<file path="config.mk">
export PLATFORM = sky130hd
export DESIGN_NAME = qalu_front
export DESIGN_NICKNAME = d
export VERILOG_FILES = /design/src/qalu_pkg.sv /design/src/qalu_front.sv
export SDC_FILE = /design/constraint.sdc
export NUM_CORES = 1
export LEC_CHECK = 0
export ABC_CLOCK_PERIOD_IN_PS = 4250
export BUFFER_PORTS_ARGS = -buffer_cell sky130_fd_sc_hd__buf_2
export CAP_MARGIN = 5
export CORE_MARGIN = 1
export CORE_UTILIZATION = 43
export DETAILED_ROUTE_END_ITERATION = 7
export PLACE_DENSITY = 0.7
export SYNTH_ARGS = -nofsm -noshare
export SYNTH_HDL_FRONTEND = slang
export SYNTH_SLANG_ARGS = --single-unit
</file>
<file path="constraint.sdc">
create_clock -name i_clk -period 4.25 [get_ports i_clk]
set_input_delay 0.85 -clock i_clk [delete_from_list [all_inputs] [get_ports i_clk]]
set_output_delay 0.85 -clock i_clk [all_outputs]
set_load 0.02 [all_outputs]
</file>
<file path="src/qalu_pkg.sv">
// ----------------------------------------------------------------------------
// qalu_pkg - shared definitions for the Q24.8 fixed-point ALU
// Opcodes, operation classes and the queue entry that travels from the
// front end to the execution pipeline.
// ----------------------------------------------------------------------------
package qalu_pkg;

    localparam int unsigned PORT_WIDTH     = 32;
    localparam int unsigned FUNC_WIDTH     = 4;
    localparam int unsigned DEF_FRAC_BITS  = 8;
    localparam int unsigned DEF_WORD_WIDTH = 32;
    localparam int unsigned QUEUE_DEPTH    = 2;
    localparam int unsigned QPTR_W         = $clog2(QUEUE_DEPTH);

    typedef enum logic [FUNC_WIDTH-1:0] {
        F_ADD      = 4'd0,
        F_SUB      = 4'd1,
        F_MUL      = 4'd2,
        F_DIV      = 4'd3,
        F_MIN      = 4'd4,
        F_MAX      = 4'd5,
        F_INC      = 4'd6,
        F_DEC      = 4'd7,
        F_FROM_INT = 4'd8,
        F_TO_INT   = 4'd9,
        F_EQ       = 4'd10,
        F_NE       = 4'd11,
        F_LT       = 4'd12,
        F_LE       = 4'd13,
        F_GT       = 4'd14,
        F_GE       = 4'd15
    } t_func;

    // Class of an operation, decided once in the front end.
    typedef struct packed {
        logic is_mul;
        logic is_div;
        logic is_cmp;
    } t_cls;

    typedef struct packed {
        t_func                 func;
        t_cls                  cls;
        logic [PORT_WIDTH-1:0] a;
        logic [PORT_WIDTH-1:0] b;
    } t_item;

endpackage

</file>
<file path="src/qalu_front.sv">
// ----------------------------------------------------------------------------
// qalu_front - input acceptance, decode and issue queue
// Takes input transactions, tags each with its operation class and holds
// them in a short queue until the execution pipeline pulls them.
// ----------------------------------------------------------------------------
module qalu_front (
    input  logic                               i_clk,
    input  logic                               i_rst_n,
    input  logic                               i_valid,
    output logic                               o_stall,
    input  logic [qalu_pkg::FUNC_WIDTH-1:0]    i_func,
    input  logic [qalu_pkg::PORT_WIDTH-1:0]    i_operand_a,
    input  logic [qalu_pkg::PORT_WIDTH-1:0]    i_operand_b,
    output logic                               o_head_valid,
    output qalu_pkg::t_item                    o_head,
    input  logic                               i_pop
);
    import qalu_pkg::*;

    t_item               r_mem [0:QUEUE_DEPTH-1];
    logic [QPTR_W-1:0]   r_wr_ptr;
    logic [QPTR_W-1:0]   r_rd_ptr;
    logic [QPTR_W:0]     r_count;
    logic [QPTR_W:0]     n_count;
    t_item               n_item;
    logic                push;
    logic                pop;

    always_comb begin
        n_item.func = t_func'(i_func);
        n_item.a    = i_operand_a;
        n_item.b    = i_operand_b;
        n_item.cls  = '0;
        case (t_func'(i_func))
            F_MUL: begin
                n_item.cls.is_mul = 1'b1;
            end
            F_DIV: begin
                n_item.cls.is_div = 1'b1;
            end
            F_EQ, F_NE, F_LT, F_LE, F_GT, F_GE: begin
                n_item.cls.is_cmp = 1'b1;
            end
            default: begin
                n_item.cls = '0;
            end
        endcase
    end

    assign o_stall      = (r_count == (QPTR_W + 1)'(QUEUE_DEPTH));
    assign o_head_valid = (r_count != '0);
    assign o_head       = r_mem[r_rd_ptr];
    assign push         = i_valid && !o_stall;
    assign pop          = i_pop && o_head_valid;

    always_comb begin
        n_count = r_count;
        if (push && !pop) begin
            n_count = r_count + 1'b1;
        end else if (pop && !push) begin
            n_count = r_count - 1'b1;
        end
    end

    always_ff @(posedge i_clk) begin
        if (!i_rst_n) begin
            r_wr_ptr <= '0;
            r_rd_ptr <= '0;
            r_count  <= '0;
        end else begin
            r_count <= n_count;
            if (push) begin
                r_wr_ptr <= r_wr_ptr + 1'b1;
            end
            if (pop) begin
                r_rd_ptr <= r_rd_ptr + 1'b1;
            end
        end
    end

    always_ff @(posedge i_clk) begin
        if (push) begin
            r_mem[r_wr_ptr] <= n_item;
        end
    end

    a_count_bound: assert property (@(posedge i_clk) disable iff (!i_rst_n)
        r_count <= (QPTR_W + 1)'(QUEUE_DEPTH))
        else $error("issue queue holds more entries than it has");

    a_push_grows: assert property (@(posedge i_clk) disable iff (!i_rst_n)
        (push && !pop) |=> (r_count == $past(r_count) + 1'b1))
        else $error("accepted transaction was not queued");

endmodule

</file>
# Word-level counts from Yosys, hierarchy flattened
# Memory sizes are Yosys's and may differ from the RTL's. A register that Yosys moved wholly into a read port is not among the register bits.
# Index checks and enable logic that the tools add are counted.
# word_totals
register_bits	4
ramBits	142
in_bits	72
wordCells	36
n_memories	1
# memory_table
memory	depth	word_bits	read_ports	rd_clocked_by_memory_dff	write_ports	line_no	text
r_mem	2	71	1	1	1	qalu_front.sv:20	t_item r_mem [0:QUEUE_DEPTH-1];
# classes
n_eq_ne	9
n_reduce_logical	10
n_addsub	4
mux	9
# ops
op	n
$eq 4x4->1 const B	6
$eq 4x2->1 const B	2
$mux 1	7
$reduce_or 6->1	1
$logic_and 1x1->1	4
$mux 2	2
$reduce_bool 2->1	2
$logic_not 1->1	3
$add 1x1->1 const B	2
$add 2x1->2 const B	1
$eq 2x2->1 const B	1
$sub 2x1->2 const B	1

# Longest topological paths before layout
# Gate-level depths: netlist of the first run.
# depth
depth_word	7
mapped_depth	7
mapped_depth_nobuf	7

# Worst setup path before layout of the first run
# Ideal clock, no wire load.
# synth_timing
kind	input to register
from	input i_valid
to	memory r_mem[0][0] (netlist bit) (enable)
t_arrival_ns	3.703
setup_time_ns	0.489
stages	2
slack_ns	0.058
required_ns	3.761
path_cell_list	inv_1 -> nor3_2
# synth_between
elab_chain_len	3
# synth_lines
element	line_no	text
start: declaration	qalu_front.sv:9	input logic i_valid,
$logic_and 1x1->1	qalu_front.sv:53	assign push = i_valid && !o_stall;
$mux 1	qalu_front.sv:82	if (push) begin
$mux 1 (implied by the code)	qalu_front.sv:83	r_mem[r_wr_ptr] <= n_item;
end: declaration	qalu_front.sv:20	
# No other way between the ends.

==> impl_metrics.csv, run 1 <==
group,metric,value,unit
critical_path,critPathMaxStageDelay,0.94,ns
timing,hold-worst-slack,0.546,ns
drt,wl_per_cell,15.1,µm
critical_path,setup.worst_path.class,"reg2out",
global_route,overflow,0,
global_route,grt_use_total,14.2,%
final_layout,syn_to_final_growth,28.7,%
synth,synth_nets,322,
synth,synth_top_area_share,79.2,%
power,switchingPower,1.26,mW
synth,netlist_instances,249,
critical_path,crit_path_cell_trace,"mux2_2 > buf_2",
final_layout,finalInstanceArea,0.00693,mm²
floorplan,initial_utilization,44.5,%
critical_path,crit_path_end_kind,"output port",
clocking,cts_hold_buf,0,
final_layout,final_nets,478,
global_route,grt_max_degree,73,
placed_design,io_buffer_count,144,
synth,synth.ff_latch_count,147,
global_route,grt_pass1_vias,2744,
timing,max_slew_margin,32.6,%
floorplan,die-height,114,µm
floorplan,die_area,0.0130,mm²
power,power_density,658,mW/mm²
timing,rsz0062_at_grt,"no",
critical_path,start_kind,"flop",
power,swShare,27.6,%
power,p_seq_share,43.2,%
clocking,cts.sinks,147,
clocking,clk_pin_slew,0.05,ns
run_status,outcome,"completed",
clocking,cts_root_buffer,"clkbuf_16",
power,vdd_drop_max,0.366,mV
timing,fin_crit,2.89,ns
power,combPwrFrac,21.3,%
synth,syn_area,0.00538,mm²
worst_hold_path,min_from,"r_count[1]$_SDFFE_PN0P_",
floorplan,rows,40,
global_route,antenna_found_initial,0,
placed_design,placed_cell_area,0.00628,mm²
drt,drt_iter0_drc,163,
timing,maxSlewViolCount,0,
timing,fmax,346,MHz
final_layout,final_common_cell,"buf_2",
power,leakage,2.61,nW
clocking,postCtsResizedCells,0,
timing,finalCritPeriodShare,68.1,%
synth,postSynthAreaPerCell,21.6,µm²
placed_design,place.gp.congestion,0.656,
synth,synth_warnings,0,
final_layout,drive_gt1_share,42.6,%
drt,routed_via_density,4.64,
critical_path,cp.arrival,2.04,ns
final_layout,final_util,57.2,%
drt,ant_nets,0,
critical_path,crit_buf_inv,1,
synth,ys_seq_area_share,81.1,%
critical_path,timing.rr.end,"r_mem[0][48]$_DFFE_PP_",
floorplan,io_pins,145,
drt,routed_wl,8860,µm
synth,yosysUniqueCellTypes,25,
final_layout,layout_common_cells,"144 x buf_2, 142 x edfxtp_1, 70 x mux2_1, 17 x clkbuf_16, 6 x bufinv_16",
worst_hold_path,holdPathEnd,"r_count[1]$_SDFFE_PN0P_",
clocking,post-cts-setup-buffers,0,
clocking,cts_tree,"done",
critical_path,rr_startpoint,"r_count[0]$_SDFFE_PN0P_",
clocking,cts_max_level,4,
final_layout,fillers,983,
floorplan,core,0.0121,mm²
power,clock_power_share,35.5,%
power,internal-power,3.30,mW
critical_path,ff2ff_path_depth,4,
timing,finalHoldViolCount,0,
final_layout,diodes,0,
critical_path,path_delay_family,"flip-flops",
synth,synth.area.top_cells,"edfxtp_1 79%, mux2_1 15%, dfxtp_1 1.9%",
critical_path,cp_max_fo,71,
drt,drc,0,
floorplan,dieWidth,114,µm
timing,finalSetupViolations,0,
critical_path,worstPathRequired,3.40,ns
run,drv_cap,0,
timing,worstMarginPinSlew,1.01,ns
synth,yosysTopAreaCell,"edfxtp_1",
timing,fin_tns_setup,0,ns
drt,dr.pass1.iters,4,
worst_hold_path,hp-class,"reg2reg",
worst_hold_path,whs_path_depth,2,
clocking,clock_latency,0.41,ns
drt,num_vias,2718,
clocking,cts_made_buffers,17,
timing,skew,0.00499,ns
critical_path,cp_slowest_cell,"dfxtp_4",
critical_path,r2r_slack,2.29,ns
global_route,grt_pass1_wl,13600,µm
clocking,cts_buffer_depth,2,
## state kept, by name, indices dropped and copies added, names as in the netlist, named ones only
name / cells
r_count: 2
r_mem: 142
r_wr_ptr: 1
r_rd_ptr: 1
## synth_stat cells
master    number
or3_1          1
or2_2          1
a21boi_0       1
ha_1           1
edfxtp_1     142
a21boi_1       1
dfxtp_1        5
and3_1         1
nor2_1         1
buf_2          1
nor3_2         1
nor4bb_1       1
xnor2_1        2
o21a_1         2
inv_1          1
xor2_1         1
and2_1         3
mux2_1        70
nand2b_1       1
nor4b_1        1
o21ai_0        1
buf_4          7
mux2_2         1
o21ai_1        1
inv_2          1
## cell type report
type                            count  area, µm²  share of cell area, %
Sequential cell                   147       4370                   63.1
Multi-Input combinational cell     92        966                   13.9
Timing Repair Buffer              145        728                   10.5
Clock buffer                       20        437                   6.30
Clock inverter                     12        210                   3.03
Tap cell                          168        210                   3.03
Inverter                            2       7.51                  0.108
## stage by stage
stage | cells | worst slack, ns | power (mW)
finish | 586 | 1.36 | 4.56
global route | 586 | 1.24 | 4.75
CTS | 586 | 1.32 | 4.62
detailed placement | 554 | 1.78 | 2.99
global placement | 554 | 1.76 | 2.97
floorplan | 249 | 0.0577 | 2.66
## logic make-up after synthesis
kind of cell               Yosys count  share of synthesized area, %
AOI/OAI and AO/OA                    6                         0.744
muxes                               71                          14.9
and+or+nand+nor                     11                          1.42
DFF                                147                          81.1
xor gates and xnor gates             3                         0.488
buffers and inverters               10                          1.21
adders and majority gates            1                         0.232
## worst register-to-register path, delay by kind of cell (launching register included)
| family | cells | cell delay (ns) |
|---|---|---|
| flops | 1 | 0.41 |
| simple gates | 2 | 0.29 |
| buf+inv | 2 | 0.84 |
## per-layer routing
layer	track usage, %	up-vias	share of wire, %
met5	0	-	0
met4	7.27	0	2.1
met3	5.84	16	6.9
met2	23.3	94	48
met1	16.0	1312	43
li1	-	1296	-
## worst max path at each step
stage | endpoint | depth (start not counted) | slack [ns] | start
floorplan | r_mem[0][0]$_DFFE_PP_ | 2 | 0.06 | i_valid
global placement | o_head[14] | 2 | 1.76 | flop
detailed placement | o_head[14] | 2 | 1.78 | flop
CTS | o_head[14] | 2 | 1.32 | flop
global route | o_head[14] | 2 | 1.24 | flop
finish | o_head[68] | 2 | 1.36 | flop
## power by group through the flow
stage / sequential, mW / clock, mW / combinational, mW
2_1_floorplan: 1.90 / 0 / 0.759
3_3_place_gp: 2.00 / 0 / 0.976
3_5_place_dp: 2.01 / 0 / 0.981
4_1_cts: 1.98 / 1.66 / 0.986
5_1_grt: 2.00 / 1.71 / 1.04
6_report: 1.97 / 1.62 / 0.970
Power figures use the tool's default switching activity.
==> inputs of run 2 (changes only) <==
ABC_AREA = 1   (was unset)
ABC_CLOCK_PERIOD_IN_PS = 2650   (was 4250)
PLACE_DENSITY = 0.69   (was 0.7)
clock period = 2.65 ns   (was 4.25 ns; I/O delays follow)
==> run 2 against run 1 <==
Worst setup slack got worse by 1.1 ns. Sequential power increased by 57%. Synthesized cell count increased by 6.8%. Largest cell class unchanged. Largest power group unchanged.
==> impl_metrics.csv, run 2 <==
group,metric,value,unit
timing,fin_crit,2.41,ns
timing,skew,0.0101,ns
final_layout,syn_to_final_growth,26.4,%
critical_path,crit_path_end_kind,"output port",
critical_path,cp.arrival,1.88,ns
clocking,cts_tree,"done",
drt,routed_via_density,4.62,
final_layout,drive_gt1_share,58.0,%
clocking,cts.sinks,147,
synth,synth_most_common_cell,"edfxtp_1",
clocking,cts_buffer_depth,2,
floorplan,io_pins,145,
timing,worstMarginPinSlew,0.543,ns
clocking,cts_made_buffers,17,
synth,ys_seq_area_share,75.8,%
run,drv_cap,0,
critical_path,r2r_slack,1.01,ns
clocking,cts_root_buffer,"clkbuf_16",
clocking,clk_pin_slew,0.06,ns
synth,synthArstFlopShare,0,%
synth,postSynthAreaPerCell,21.6,µm²
drt,dr.pass1.iters,4,
critical_path,start_kind,"flop",
floorplan,dieWidth,118,µm
final_layout,layout_common_cells,"144 x buf_2, 142 x edfxtp_1, 70 x mux2_4, 17 x clkbuf_16, 11 x inv_1",
final_layout,multi_input_area,0.00121,mm²
timing,maxSlewViolCount,0,
critical_path,timing.rr.end,"r_count[1]$_SDFFE_PN0P_",
clocking,post-cts-setup-buffers,0,
drt,wl_per_cell,16.0,µm
synth,synth_nets,339,
clocking,cts_max_level,4,
critical_path,cp_max_fo,26,
synth,yosysTopAreaCell,"edfxtp_1",
power,leakage,2.89,nW
final_layout,final_common_cell,"buf_2",
timing,max_slew_margin,63.8,%
synth,ys.flop_type,"edfxtp_1",
synth,yosysUniqueCellTypes,17,
synth,synth_edf_count,142,
global_route,grt_pass1_vias,3020,
global_route,grt_max_degree,72,
critical_path,setup.worst_path.class,"reg2out",
synth,synth.ff_latch_count,147,
final_layout,regArea,0.00437,mm²
timing,finalSetupViolations,0,
final_layout,final_util,56.7,%
power,power_density,1020,mW/mm²
synth,synth_warnings,0,
power,vdd_drop_max,0.483,mV
critical_path,ff2ff_path_depth,9,
timing,finalHoldViolCount,0,
timing,rsz0062_at_grt,"no",
final_layout,fillers,1015,
drt,drt_iter0_drc,174,
run_status,outcome,"completed",
critical_path,rr_startpoint,"r_count[1]$_SDFFE_PN0P_",
synth,synth.area.top_cells,"edfxtp_1 74%, mux2_4 18%, buf_12 2.4%",
drt,num_vias,2831,
critical_path,worstPathRequired,2.12,ns
floorplan,core,0.0128,mm²
global_route,overflow,0,
floorplan,die-height,118,µm
critical_path,crit_path_end,"o_head[14]",
drt,routed_wl,9830,µm
worst_hold_path,whs_path_depth,1,
synth,synth_top_area_share,74.1,%
timing,fmax,415,MHz
global_route,grt_pass1_wl,15600,µm
timing,fin_tns_setup,0,ns
final_layout,top_regs,"r_mem x142, r_count x2",
placed_design,io_buffer_count,144,
synth,synth_common_cells,"142 x edfxtp_1, 70 x mux2_4, 11 x inv_1",
final_layout,largest_reg_flops,142,
synth,netlist_instances,266,
floorplan,die_area,0.0139,mm²
clocking,cts_hold_buf,0,
timing,finalCritPeriodShare,90.9,%
drt,ant_nets,0,
worst_hold_path,hp-class,"in2reg",
placed_design,place.gp.congestion,0.712,
placed_design,place.detailed.hpwl,6330,µm
global_route,antenna_found_initial,0,
floorplan,initial_utilization,44.9,%
clocking,postCtsResizedCells,0,
synth,syn_area,0.00576,mm²
final_layout,largest_register,"r_mem",
final_layout,final_nets,500,
floorplan,rows,41,
drt,drc,0,
global_route,grt_use_total,15.1,%
clocking,clock_latency,0.42,ns
power,total_power,7.45,mW
## run 2: how the worst min path moves through the flow
| stage | slack (ns) | to | from |
|---|---|---|---|
| after global routing | 0.28 | r_mem[0][3]$_DFFE_PP_ | i_operand_b[3] |
| after CTS | 0.28 | r_mem[0][3]$_DFFE_PP_ | i_operand_b[3] |
| after detailed placement | 0.49 | flop | r_rd_ptr$_SDFFE_PN0P_ |
| after floorplan | 0.47 | flop | r_rd_ptr$_SDFFE_PN0P_ |
| final | 0.30 | r_mem[0][3]$_DFFE_PP_ | i_operand_b[3] |
| after global placement | 0.47 | flop | r_rd_ptr$_SDFFE_PN0P_ |
## run 2: final cells by class
class	count	area share, %
Sequential cell	147	60.1
Multi-Input combinational cell	100	16.7
Timing Repair Buffer	150	11.2
Clock buffer	19	5.95
Tap cell	172	2.96
Clock inverter	13	2.53
Inverter	11	0.568
Antenna cell	1	0.0344
## run 2: kinds of logic after synthesis
| family | Yosys count | synth area share [%] |
|---|---|---|
| compound gates | 6 | 0.631 |
| buf+inv | 19 | 3.35 |
| fa+ha+maj | 1 | 0.217 |
| mux | 71 | 18.5 |
| flops | 147 | 75.8 |
| simple gates | 22 | 1.52 |
## run 2: power breakdown
part	internal [mW]	total, mW	switching, mW
logic	0.855	1.89	1.03
registers	2.94	3.10	0.153
clock network	1.57	2.47	0.896
## run 2: critical path, stage by stage, from the launching register on
cell and delay, ns:
dfxtp_4 0.70, buf_12 0.26, mux2_4 0.32, buf_2 0.16
## run 2: through the flow
| stage | std cells | worst slack (ns) | area [µm²] | hold slack (ns) |
|---|---|---|---|---|
| final | 613 | 0.241 | 7270 | 0.299 |
| after global routing | 612 | 0.135 | 7270 | 0.277 |
| after CTS | 612 | 0.199 | 7270 | 0.279 |
| after detailed placement | 580 | 0.660 | 6650 | 0.489 |
| after global placement | 580 | 0.662 | 6650 | 0.473 |
| after floorplan | 266 | -0.223 | 5760 | 0.467 |
## run 2: layer usage
metal	vias up	track usage (%)	share of wire, %
met5	-	0	0
met2	101	24.4	48
met1	1369	17.7	43
met3	12	6.88	7.4
li1	1349	-	-
met4	0	5.77	1.1
==> inputs of run 3 (changes only) <==
CTS_BUF_LIST = sky130_fd_sc_hd__clkbuf_16   (was unset)
==> run 3 against run 2 <==
First-iteration DRC count unchanged. Sequential share of layout area unchanged. Total power decreased by 0.10%. Largest cell class unchanged.
==> impl_metrics.csv, run 3 (synthesis gave the netlist of run 2 again) <==
group,metric,value,unit
final_layout,drive_gt1_share,58.0,%
timing,fin_tns_setup,0,ns
clocking,cts_root_buffer,"clkbuf_16",
critical_path,cp_max_fo,26,
drt,drt_iter0_drc,174,
timing,rsz0062_at_grt,"no",
global_route,overflow,0,
critical_path,start_kind,"flop",
clocking,cts_made_buffers,17,
timing,finalSetupViolations,0,
final_layout,final_common_cell,"buf_2",
final_layout,top_regs,"r_mem x142, r_count x2",
global_route,grt_pass1_wl,15600,µm
floorplan,io_pins,145,
drt,drc,0,
timing,skew,0.0103,ns
critical_path,cp.arrival,1.88,ns
floorplan,rows,41,
run_status,outcome,"completed",
critical_path,rr_startpoint,"r_count[1]$_SDFFE_PN0P_",
global_route,grt_pass1_vias,3020,
placed_design,place_inst,580,
timing,finalHoldViolCount,0,
clocking,cts_tree,"done",
timing,finalCritPeriodShare,90.9,%
global_route,antenna_found_initial,0,
run,drv_cap,0,
critical_path,ff2ff_path_depth,9,
clocking,postCtsResizedCells,0,
global_route,grt_max_degree,72,
floorplan,core,0.0128,mm²
final_layout,layout_common_cells,"144 x buf_2, 142 x edfxtp_1, 70 x mux2_4, 17 x clkbuf_16, 13 x inv_1",
critical_path,worstPathRequired,2.12,ns
clocking,post-cts-setup-buffers,0,
final_layout,final_util,56.7,%
timing,max_slew_margin,63.8,%
final_layout,largest_register,"r_mem",
drt,num_vias,2831,
final_layout,largest_reg_flops,142,
critical_path,r2r_slack,1.01,ns
clocking,clk_pin_slew,0.06,ns
clocking,cts_buffer_depth,2,
drt,ant_nets,0,
floorplan,initial_utilization,44.9,%
timing,fin_crit,2.41,ns
final_layout,final_nets,500,
global_route,grt_use_total,15.1,%
placed_design,place.detailed.hpwl,6330,µm
final_layout,final_cells,613,
timing,worstMarginPinSlew,0.543,ns
final_layout,syn_to_final_growth,26.4,%
placed_design,place.gp.congestion,0.712,
power,leakage,2.89,nW
timing,setup_ws,0.240,ns
critical_path,crit_path_end,"o_head[14]",
floorplan,die-height,118,µm
clocking,cts_hold_buf,0,
floorplan,die_area,0.0139,mm²
critical_path,crit_path_end_kind,"output port",
drt,routed_wl,9830,µm
final_layout,fillers,1015,
drt,dr.pass1.iters,4,
timing,fmax,415,MHz
timing,maxSlewViolCount,0,
floorplan,dieWidth,118,µm
power,power_density,1020,mW/mm²
critical_path,setup.worst_path.class,"reg2out",
power,vdd_drop_max,0.482,mV
critical_path,timing.rr.end,"r_count[1]$_SDFFE_PN0P_",
placed_design,place_ws,0.660,ns
power,total_power,7.44,mW
clocking,clock_latency,0.42,ns
placed_design,io_buffer_count,144,
clocking,cts.sinks,147,
drt,wl_per_cell,16.0,µm
worst_hold_path,hp-class,"in2reg",
clocking,cts_max_level,4,
drt,routed_via_density,4.62,
[run 3: cell type report]
cell class	count	area (µm²)	share of cell area, %
Inverter	11	41.3	0.568
Timing Repair Buffer	150	816	11.2
Tap cell	172	215	2.96
Clock inverter	15	191	2.63
Antenna cell	1	2.50	0.0344
Sequential cell	147	4370	60.1
Clock buffer	17	425	5.85
Multi-Input combinational cell	100	1210	16.7
[run 3: per-stage QoR]
step / area [µm²] / hold slack (ns)
floorplan: 5760 / 0.467
global placement: 6650 / 0.473
detailed placement: 6650 / 0.489
CTS: 7270 / 0.279
global route: 7270 / 0.277
finish: 7270 / 0.299
[run 3: how the worst min path moves through the flow]
stage          cells past startpoint               endpoint             startpoint
6_report                           1  r_mem[0][3]$_DFFE_PP_         i_operand_b[3]
5_1_grt                            1  r_mem[0][3]$_DFFE_PP_         i_operand_b[3]
4_1_cts                            1  r_mem[0][3]$_DFFE_PP_         i_operand_b[3]
3_5_place_dp                       2                   flop  r_rd_ptr$_SDFFE_PN0P_
3_3_place_gp                       2                   flop  r_rd_ptr$_SDFFE_PN0P_
2_1_floorplan                      2                   flop  r_rd_ptr$_SDFFE_PN0P_
[run 3: layer usage]
layer	up-vias	global-route usage (%)	part of all wire, %
li1	1349	-	-
met1	1369	17.7	43
met2	101	24.4	48
met3	12	6.88	7.4
met4	0	5.77	1.1
met5	-	0	0
[run 3: worst max-delay path: stages, from the launching register on]
cell     delay (ns)
dfxtp_4        0.70
buf_12         0.26
mux2_4         0.32
buf_2          0.16
[run 3: report_power, final]
| group | internal (mW) | leakage (nW) | total (mW) | switching, mW |
|---|---|---|---|---|
| Combinational | 0.855 | 1.24 | 1.89 | 1.03 |
| Sequential | 2.94 | 1.37 | 3.10 | 0.153 |
| Clock | 1.56 | 0.290 | 2.46 | 0.897 |
| Total | 5.36 | 2.89 | 7.44 | 2.08 |
